--- config.mk ---
export PLATFORM = sky130hd
export DESIGN_NAME = yuyv_to_rgb_pixel_pair
export DESIGN_NICKNAME = d
export VERILOG_FILES = /design/src/sv/yuv2rgb_pkg.sv /design/src/sv/yuv2rgb_chroma.sv /design/src/sv/yuv2rgb_lane.sv /design/src/sv/yuyv_to_rgb_pixel_pair.sv
export SDC_FILE = /design/constraint.sdc
export NUM_CORES = 2
export LEC_CHECK = 0
export BUFFER_PORTS_ARGS = -buffer_cell sky130_fd_sc_hd__buf_2
export CAP_MARGIN = 25
export CORE_MARGIN = 8
export CORE_UTILIZATION = 25
export DETAILED_ROUTE_END_ITERATION = 12
export GPL_ROUTABILITY_DRIVEN = 1
export HOLD_SLACK_MARGIN = 0.03
export PLACE_DENSITY_LB_ADDON = 0.15
export SLEW_MARGIN = 20
export SYNTH_ARGS = -nofsm -noshare
export SYNTH_HDL_FRONTEND = slang
export SYNTH_SLANG_ARGS = --single-unit
--- constraint.sdc ---
create_clock -name clk -period 18.8 [get_ports clk]
set_input_delay 1.88 -clock clk [delete_from_list [all_inputs] [get_ports clk]]
set_output_delay 1.88 -clock clk [all_outputs]
set_load 0.05 [all_outputs]
--- src/sv/yuv2rgb_pkg.sv ---
`timescale 1ns / 1ps
// ----------------------------------------------------------------------------
// yuv2rgb_pkg: shared types and constants for the YUYV to RGB converter
// Coefficients are Q16 fixed point, rounded to nearest. Chroma products are
// carried as signed terms; per-pixel sums are one bit wider.
// ----------------------------------------------------------------------------
package yuv2rgb_pkg;

	localparam int COEF_W = 18;
	localparam int TERM_W = 25;
	localparam int SUM_W  = 26;

	localparam logic signed [COEF_W-1:0] COEF_R_CR = 18'sd89831;
	localparam logic signed [COEF_W-1:0] COEF_G_CB = 18'sd22127;
	localparam logic signed [COEF_W-1:0] COEF_G_CR = 18'sd45744;
	localparam logic signed [COEF_W-1:0] COEF_B_CB = 18'sd113538;

	localparam logic [7:0] CHROMA_BIAS = 8'd128;
	localparam logic [7:0] CHAN_MAX    = 8'd255;
	localparam logic [8:0] GAIN_RESET  = 9'd220;

	// register indexes
	localparam logic REG_BYTE_ORDER = 1'b0;
	localparam logic REG_GAIN       = 1'b1;

	// byte order codes
	localparam logic ORDER_YUYV = 1'b0;
	localparam logic ORDER_UYVY = 1'b1;

	typedef logic [7:0] chan_t;
	typedef logic [8:0] gain_t;
	typedef logic signed [TERM_W-1:0] term_t;

	typedef struct packed {
		term_t r_cr;
		term_t g_cb;
		term_t g_cr;
		term_t b_cb;
	} chroma_terms_t;

	typedef struct packed {
		chan_t red;
		chan_t green;
		chan_t blue;
	} rgb_t;

	// signed chroma difference times Q16 coefficient
	function automatic term_t mul_coef(input logic signed [8:0] d,
			input logic signed [COEF_W-1:0] c);
		logic signed [COEF_W+8:0] p;
		p = d * c;
		return term_t'(p);
	endfunction

endpackage

--- src/sv/yuv2rgb_chroma.sv ---
`timescale 1ns / 1ps
// ----------------------------------------------------------------------------
// yuv2rgb_chroma: byte unpack and shared chroma products
// Picks luma and chroma out of the four stream bytes and forms the four
// chroma products that both pixel lanes share. Registered as stage 1.
// ----------------------------------------------------------------------------
module yuv2rgb_chroma import yuv2rgb_pkg::*; (
	input  logic          clk,
	input  logic          load_s1,
	input  logic          byte_order,
	input  chan_t         stream_byte_0,
	input  chan_t         stream_byte_1,
	input  chan_t         stream_byte_2,
	input  chan_t         stream_byte_3,
	output chan_t         luma0_s1,
	output chan_t         luma1_s1,
	output chroma_terms_t terms_s1
);

	chan_t luma0, luma1, cb, cr;
	logic signed [8:0] du, dv;
	chroma_terms_t terms;

	// unpack by byte order
	always_comb begin
		if (byte_order == ORDER_UYVY) begin
			cb    = stream_byte_0;
			luma0 = stream_byte_1;
			cr    = stream_byte_2;
			luma1 = stream_byte_3;
		end else begin
			luma0 = stream_byte_0;
			cb    = stream_byte_1;
			luma1 = stream_byte_2;
			cr    = stream_byte_3;
		end
	end

	// remove chroma bias
	assign du = $signed({1'b0, cb}) - $signed({1'b0, CHROMA_BIAS});
	assign dv = $signed({1'b0, cr}) - $signed({1'b0, CHROMA_BIAS});

	// form the shared products
	assign terms.r_cr = mul_coef(dv, COEF_R_CR);
	assign terms.g_cb = mul_coef(du, COEF_G_CB);
	assign terms.g_cr = mul_coef(dv, COEF_G_CR);
	assign terms.b_cb = mul_coef(du, COEF_B_CB);

	// capture stage 1
	always_ff @(posedge clk) begin
		if (load_s1) begin
			luma0_s1 <= luma0;
			luma1_s1 <= luma1;
			terms_s1 <= terms;
		end
	end

endmodule

--- src/sv/yuv2rgb_lane.sv ---
`timescale 1ns / 1ps
// ----------------------------------------------------------------------------
// yuv2rgb_lane: one pixel of the pair
// Adds luma to the shared chroma terms, truncates and clamps each channel
// (stage 2 register), then applies the brightness gain with saturation.
// ----------------------------------------------------------------------------
module yuv2rgb_lane import yuv2rgb_pkg::*; (
	input  logic          clk,
	input  logic          load_s2,
	input  chan_t         luma_s1,
	input  chroma_terms_t terms_s1,
	input  gain_t         gain,
	output rgb_t          rgb
);

	logic signed [SUM_W-1:0] base, sum_r, sum_g, sum_b;
	rgb_t clamped, rgb_s2;

	// truncate Q16 toward zero and clamp to 0..255
	function automatic chan_t clamp_chan(input logic signed [SUM_W-1:0] s);
		logic [SUM_W-18:0] v;
		v = s[SUM_W-2:16];
		if (s[SUM_W-1])
			return '0;
		else if (v > {1'b0, CHAN_MAX})
			return CHAN_MAX;
		else
			return v[7:0];
	endfunction

	// scale by gain / 256 with floor, saturate
	function automatic chan_t gain_chan(input chan_t c, input gain_t g);
		logic [16:0] p;
		logic [8:0]  q;
		p = 17'(c) * 17'(g);
		q = p[16:8];
		if (q > {1'b0, CHAN_MAX})
			return CHAN_MAX;
		else
			return q[7:0];
	endfunction

	// channel sums
	assign base  = $signed({2'b00, luma_s1, 16'h0000});
	assign sum_r = base + SUM_W'(terms_s1.r_cr);
	assign sum_g = base - SUM_W'(terms_s1.g_cb) - SUM_W'(terms_s1.g_cr);
	assign sum_b = base + SUM_W'(terms_s1.b_cb);

	assign clamped.red   = clamp_chan(sum_r);
	assign clamped.green = clamp_chan(sum_g);
	assign clamped.blue  = clamp_chan(sum_b);

	// capture stage 2
	always_ff @(posedge clk) begin
		if (load_s2) begin
			rgb_s2 <= clamped;
		end
	end

	// apply brightness
	assign rgb.red   = gain_chan(rgb_s2.red,   gain);
	assign rgb.green = gain_chan(rgb_s2.green, gain);
	assign rgb.blue  = gain_chan(rgb_s2.blue,  gain);

endmodule

--- src/sv/yuyv_to_rgb_pixel_pair.sv ---
`timescale 1ns / 1ps
// ----------------------------------------------------------------------------
// yuyv_to_rgb_pixel_pair: 4:2:2 macropixel to two RGB888 pixels
// Takes one request of four stream bytes per clock while in_ready is high
// and returns two pixels that share the chroma pair. Throughput is one
// macropixel per cycle while the output is not stalled. A request passes
// through three registered stages in order (unpack and chroma products,
// per-lane sum and clamp, brightness gain into the output register). Each of the two pixel
// lanes has its own adders and gain multipliers, and every stage holds under
// backpressure; a stalled output stops the input only once all three stages
// are full, and from then on in_ready follows out_ready in the same cycle.
// Register 0 selects YUYV (0) or UYVY (1) byte order; register 1 is the
// brightness gain in 1/256 units, reset 220. The user must write registers
// only while no request is in flight; the block itself does not enforce it.
// ----------------------------------------------------------------------------
module yuyv_to_rgb_pixel_pair import yuv2rgb_pkg::*; (
	input  logic       clk,
	input  logic       arst_n,
	input  logic       cfg_valid,
	output logic       cfg_ready,
	input  logic       cfg_index,
	input  logic [8:0] cfg_data,
	input  logic       in_valid,
	output logic       in_ready,
	input  logic [7:0] stream_byte_0,
	input  logic [7:0] stream_byte_1,
	input  logic [7:0] stream_byte_2,
	input  logic [7:0] stream_byte_3,
	output logic       out_valid,
	input  logic       out_ready,
	output logic [7:0] red_a,
	output logic [7:0] green_a,
	output logic [7:0] blue_a,
	output logic [7:0] red_b,
	output logic [7:0] green_b,
	output logic [7:0] blue_b
);

	logic          byte_order_q;
	gain_t         gain_q;
	logic          v1_q, v2_q, out_valid_q;
	logic          out_free, rdy2, load_s1, load_s2, load_out;
	chan_t         luma0_s1, luma1_s1;
	chroma_terms_t terms_s1;
	rgb_t          lane_a, lane_b, pix_a_q, pix_b_q;

	// configuration writes
	assign cfg_ready = 1'b1;

	always_ff @(posedge clk or negedge arst_n) begin
		if (!arst_n) begin
			byte_order_q <= ORDER_YUYV;
			gain_q       <= GAIN_RESET;
		end else if (cfg_valid) begin
			unique case (cfg_index)
				REG_BYTE_ORDER: byte_order_q <= cfg_data[0];
				REG_GAIN:       gain_q       <= cfg_data;
				default:        ;
			endcase
		end
	end

	// stage handshake: each stage advances when the next one is free
	assign out_free = !out_valid_q || out_ready;
	assign rdy2     = !v2_q || out_free;
	assign in_ready = !v1_q || rdy2;
	assign load_s1  = in_valid && in_ready;
	assign load_s2  = v1_q && rdy2;
	assign load_out = v2_q && out_free;

	always_ff @(posedge clk or negedge arst_n) begin
		if (!arst_n) begin
			v1_q        <= 1'b0;
			v2_q        <= 1'b0;
			out_valid_q <= 1'b0;
		end else begin
			if (in_ready)
				v1_q <= in_valid;
			if (rdy2)
				v2_q <= v1_q;
			if (out_free)
				out_valid_q <= v2_q;
		end
	end

	// unpack and chroma products
	yuv2rgb_chroma u_chroma (
		.clk           (clk),
		.load_s1       (load_s1),
		.byte_order    (byte_order_q),
		.stream_byte_0 (stream_byte_0),
		.stream_byte_1 (stream_byte_1),
		.stream_byte_2 (stream_byte_2),
		.stream_byte_3 (stream_byte_3),
		.luma0_s1      (luma0_s1),
		.luma1_s1      (luma1_s1),
		.terms_s1      (terms_s1)
	);

	// pixel lanes
	yuv2rgb_lane u_lane_a (
		.clk      (clk),
		.load_s2  (load_s2),
		.luma_s1  (luma0_s1),
		.terms_s1 (terms_s1),
		.gain     (gain_q),
		.rgb      (lane_a)
	);

	yuv2rgb_lane u_lane_b (
		.clk      (clk),
		.load_s2  (load_s2),
		.luma_s1  (luma1_s1),
		.terms_s1 (terms_s1),
		.gain     (gain_q),
		.rgb      (lane_b)
	);

	// merge both lanes into the output register
	always_ff @(posedge clk) begin
		if (load_out) begin
			pix_a_q <= lane_a;
			pix_b_q <= lane_b;
		end
	end

	assign out_valid = out_valid_q;
	assign red_a     = pix_a_q.red;
	assign green_a   = pix_a_q.green;
	assign blue_a    = pix_a_q.blue;
	assign red_b     = pix_b_q.red;
	assign green_b   = pix_b_q.green;
	assign blue_b    = pix_b_q.blue;

	// an accepted request occupies stage 1 next cycle
	assert property (@(posedge clk) disable iff (!arst_n)
		load_s1 |=> v1_q)
		else $error("accepted request lost at stage 1");

	// a stalled stage 2 keeps its item
	assert property (@(posedge clk) disable iff (!arst_n)
		v2_q && !rdy2 |=> v2_q && $stable(lane_a) && $stable(lane_b))
		else $error("stage 2 changed while stalled");

	// zero gain gives black pixels
	assert property (@(posedge clk) disable iff (!arst_n)
		load_out && gain_q == '0 |=> red_a == '0 && green_a == '0 && blue_a == '0
			&& red_b == '0 && green_b == '0 && blue_b == '0)
		else $error("nonzero output with zero gain");

	// gain write lands in its register
	assert property (@(posedge clk) disable iff (!arst_n)
		cfg_valid && cfg_ready && cfg_index == REG_GAIN |=> gain_q == $past(cfg_data))
		else $error("gain register write lost");

endmodule

# ---- After elaboration in Yosys (flattened, before gate mapping)
# Cells that the tools add are included.
dict set report word_totals {
  output_inout_bits 51
  elab_cells 77
  register_bits 220
  in_bits 47
}
dict set report classes {
  n_mul 10
  add_sub_neg 10
  muxes 10
  order_cmp 12
  n_reduce_logical 11
  bitwise_logic 1
}
# op count
set op_table {}
lappend op_table {{greater-than comparator 9 x 8 -> 1 bit, second input constant} 12}
lappend op_table {{adder 25 x 25 -> 26 bit} 4}
lappend op_table {{multiplier 8 x 9 -> 17 bit} 6}
lappend op_table {{2-to-1 mux 8 bit} 10}
lappend op_table {{subtractor 25 x 25 -> 26 bit} 2}
lappend op_table {{subtractor 26 x 25 -> 26 bit} 2}
lappend op_table {{multiplier 9 x 16 -> 25 bit, second input constant} 1}
lappend op_table {{multiplier 9 x 18 -> 25 bit, second input constant} 1}
lappend op_table {{multiplier 9 x 17 -> 24 bit, second input constant} 1}
lappend op_table {{multiplier 9 x 13 -> 21 bit, second input constant} 1}
lappend op_table {{subtractor 8 x 8 -> 9 bit, second input constant} 2}
lappend op_table {{AND reduction 2 bit} 2}
lappend op_table {{logical AND 1 bit} 3}
lappend op_table {{zero test 1 bit} 3}
lappend op_table {{logical OR 1 bit} 3}
lappend op_table {{inverter 1 bit} 1}

# ---- Longest topological paths before layout
dict set report depth {
  word_depth 5
  mapped_depth 24
  ltp_nobuf 21
}

# ---- Modules after synthesis
# A second synthesis with hierarchy kept.
dict set report hier_totals {
  hier_cells 3390
  hier_area_um2 33797.4
}
# module seq_area_each_um2 cells_per_inst area_each_um2 instances
set by_module_without_submodules {}
lappend by_module_without_submodules {yuv2rgb_chroma 3243.1 1112 12459.4 1}
lappend by_module_without_submodules {{yuv2rgb_lane at u_lane_b} 720.7 1126 9779.4 1}
lappend by_module_without_submodules {{yuv2rgb_lane at u_lane_a} 720.7 1068 9582.9 1}
lappend by_module_without_submodules {yuyv_to_rgb_pixel_pair 1773.0 84 1975.6 1}

# ---- Least setup slack after synthesis
# Ideal clock, no wire load.
dict set report synth_path {
  path_kind {in2reg}
  startpoint {in stream_byte_2[0]}
  endpoint {reg u_chroma.terms_s1[99] (netlist name)}
  cell_stages 19
  n_path_buf 0
  required_ns 18.519
  arrival_time_ns 6.621
  setup_slack_ns 11.898
  setup_ns 0.281
  cell_sequence {mux2i_1 > inv_1 > fa_1 > inv_1 > fa_1 > fa_1 > inv_1 > fa_1 > ha_1 > ha_1 > a21o_1 > a21o_1 > a21oi_1 > o2111ai_1 > a31o_2 > o41a_1 > a21o_1 > a21oi_1 > xnor2_1}
}
# element line_no
set synth_rtl {}
lappend synth_rtl {{from (decl)} yuyv_to_rgb_pixel_pair.sv:27} ;# input logic [7:0] stream_byte_2,

==> flow_metrics.env <==
export IMPL_outcome="completed"
export IMPL_critPathLaunchType="primary input"
export IMPL_skew_ns=0.01415
export IMPL_dr_pass1_iters=4
export IMPL_cp_max_fo=5
export IMPL_grt_total_usage_pct=12.03
export IMPL_first_iter_violations=791
export IMPL_core_area_um2=121200
export IMPL_root_buffer="clkbuf_16"
export IMPL_hold_buffers=0
export IMPL_die_height_um=364.8
export IMPL_synth_xor_area_share_pct=3.714
export IMPL_core_rowCount=128
export IMPL_die_area_um2=133100
export IMPL_clock_path_buffers=2
export IMPL_grt_pass1_wl_mm=124.3
export IMPL_area_growth_pct=9.827
export IMPL_synth_fa_ha_area_share_pct=47.05
export IMPL_start_util_pct=25.09
export IMPL_drc=0
export IMPL_cts_tree="yes"
export IMPL_clkSlewWorstSetupHoldPaths_ns=0.08
export IMPL_numCtsBuffers=17
export IMPL_grt_overflow=0
export IMPL_synth_simple_gate_area_share_pct=13.49
export IMPL_num_vias=20080
export IMPL_synth_compound_area_share_pct=7.569
export IMPL_buffer_ports_inserted=96
export IMPL_netlist_area_um2=30420
export IMPL_worstPathArrival_ns=7.25
export IMPL_dp_hpwl_mm=62.91
export IMPL_rsz0062_at_grt="no"
export IMPL_viasPerCell=4.228
export IMPL_fin_crit_sh_pct=37.16
export IMPL_wl_per_cell_um=16.40
export IMPL_avgSynthCellArea_um2=10.04
export IMPL_synthArstFlopShare_pct=6.878
export IMPL_min_from="v1_q$_DFFE_PN0N_"
export IMPL_min_period_ns=6.987
export IMPL_hold_viol=0
export IMPL_grt_pass1_vias=21570
export IMPL_die_x_um=364.8
export IMPL_cts_sinks=189
export IMPL_clkLatencyLatePin_ns=0.52
export IMPL_tightestPinTransition_ns=0.9707
export IMPL_gp_congestion=0.8137
export IMPL_antenna_found_initial=5
export IMPL_crit_start="stream_byte_2[0]"
export IMPL_post_cts_resized=0
export IMPL_finalMaxSlewViolations=0
export IMPL_h_tree_depth=4
export IMPL_syn_inst=3030
export IMPL_crit_type="in -> reg"
export IMPL_crit_required_ns=19.07
export IMPL_ys_seq_area_share_pct=18.46
export IMPL_drv_cap=0
export IMPL_cts_setup_buffers=0
export IMPL_ant_nets=0
export IMPL_synth_seq_cells=189
export IMPL_fill_cells=12930
export IMPL_yosys_warnings=0
export IMPL_routed_wl_mm=77.92
export IMPL_fmax_mhz=143.1
export IMPL_synthFlopType="edfxtp_1"
export IMPL_multiInputGateArea_um2=22360
export IMPL_io_pins=98
export IMPL_max_slew_margin_pct=34.27
export IMPL_fin_tns_setup_ns=0
export IMPL_cp_end_kind="flop"
export IMPL_syn_num_nets=3988
export IMPL_synth_distinct_cells=66
export IMPL_setup_viol=0
export IMPL_grt_max_degree=65
export IMPL_synth_edff_count=176
export IMPL_layout_drive_gt1_share_pct=6.498
export IMPL_yosys_mux_area_fraction_pct=1.654
export IMPL_hp_class="reg -> reg"
export IMPL_final_common_cell="inv_1"
export IMPL_final_cell_mix="inv_1 (598), ha_1 (523), fa_1 (388)"
export IMPL_synth_top_family_by_area="adder cells"
export IMPL_layout_nets=4069
export IMPL_final_seq_area_um2=5618
export IMPL_r2r_start="byte_order_q$_DFFE_PN0P_"
path summary, 6_finish.rpt:
| check | to | cells after the start | slack (ns) |
|---|---|---|---|
| worst max-delay path | u_chroma.terms_s1[99]$_DFFE_PP_ | 20 | 11.81 |
| worst min-delay path | v2_q$_DFFE_PN0P_ | 1 | 0.49 |
| worst max register to register | u_chroma.terms_s1[99]$_DFFE_PP_ | 20 | 12.29 |
| worst min register to register | v2_q$_DFFE_PN0P_ | 1 | 0.49 |
| max in group asynchronous | gain_q[4]$_DFFE_PN1P_ | 1 | 17.15 |
| min in group asynchronous | out_valid$_DFFE_PN0P_ | 1 | 1.29 |
cells in the mapped netlist, drive strengths merged, types with 3 or more instances:
cell     count  area share, %
a2111oi      5           0.14
a211oi      16           0.39
a21o        26           0.64
a21oi       88            1.4
a31o         9           0.26
a31oi        7           0.14
a41o         5           0.16
and2       341            7.0
and3        25           0.51
and4b        6           0.20
buf          3          0.049
clkbuf      48           0.59
dfrtp        8           0.66
dfstp        5           0.43
edfxtp     176             17
fa         388             26
ha         523             22
inv        599            7.4
mux2        34            1.3
mux2i       12           0.39
nand2      144            1.8
nand2b      18           0.37
nand3       38           0.63
nand3b       4          0.099
nand4        3          0.062
nor2        85            1.0
nor2b       14           0.29
nor3        45           0.74
o2111ai      6           0.17
o211ai      12           0.30
o21a        67            1.7
o21ai       58           0.95
o21bai      18           0.44
o31ai        4          0.099
o41a         3           0.11
o41ai        5           0.19
or2         23           0.47
or3          8           0.16
xnor2       93            2.7
xor2        36            1.0
area by class of cell:
type	count	share of cell area (%)
flip-flops and latches	189	16.82
clock buffers	19	1.296
well taps	1625	6.086
clock inverters	13	0.2996
diodes	1	0.007491
repair buffers	113	1.820
multi-input cells	2190	66.93
inverters	600	6.742
worst max-delay path, stage by stage:
cell	delay [ns]
buf_2	0.10
mux2i_1	0.44
inv_1	0.24
fa_1	0.62
fa_1	0.54
inv_1	0.05
fa_1	0.47
fa_1	0.55
inv_1	0.05
ha_1	0.19
ha_1	0.29
a21o_1	0.18
a21o_1	0.18
a21oi_1	0.22
o2111ai_1	0.17
a31o_2	0.26
o41a_1	0.34
a21o_1	0.21
a21oi_1	0.18
xnor2_1	0.08
cells by family (layout without fill, tap and decap cells):
family          count (synthesis)  after routing
mux                            46             46
compound gates                344            344
fa+ha+maj                     911            911
xor+xnor                      129            129
simple gates                  759            759
flops                         189            189
other cells                     1              2
buf+inv                       651            745
flip-flops by register name, indices dropped and copies added (netlist names), 9 cells and up:
name	cells
u_lane_a.rgb_s2	24
u_lane_b.rgb_s2	24
u_chroma.terms_s1	64
gain_q	9
metal layers:
metal | wire length (um) | up-vias | GRT usage, %
met4 | 791 | 0 | 2.178
li1 | - | 10010 | -
met3 | 1685 | 34 | 1.573
met5 | 0 | - | 0
met2 | 36110 | 156 | 20.04
met1 | 39330 | 9887 | 16.79
stage by stage:
stage / hold slack (ns) / setup slack (ns) / std cells / util, % / instance area [um^2]
global route: 0.5136 / 11.44 / 4749 / 27.55 / 33400
global placement: 0.4726 / 11.25 / 4717 / 27.11 / 32870
floorplan: 0.4494 / 11.90 / 3030 / - / 30420
CTS: 0.4953 / 11.81 / 4749 / 27.55 / 33400
detailed placement: 0.4715 / 11.22 / 4717 / 27.11 / 32870
finish: 0.4858 / 11.81 / 4750 / 27.56 / 33410
Power is not shown: default switching activity piles up to over one toggle a cycle in this logic, so the estimate is an artifact.
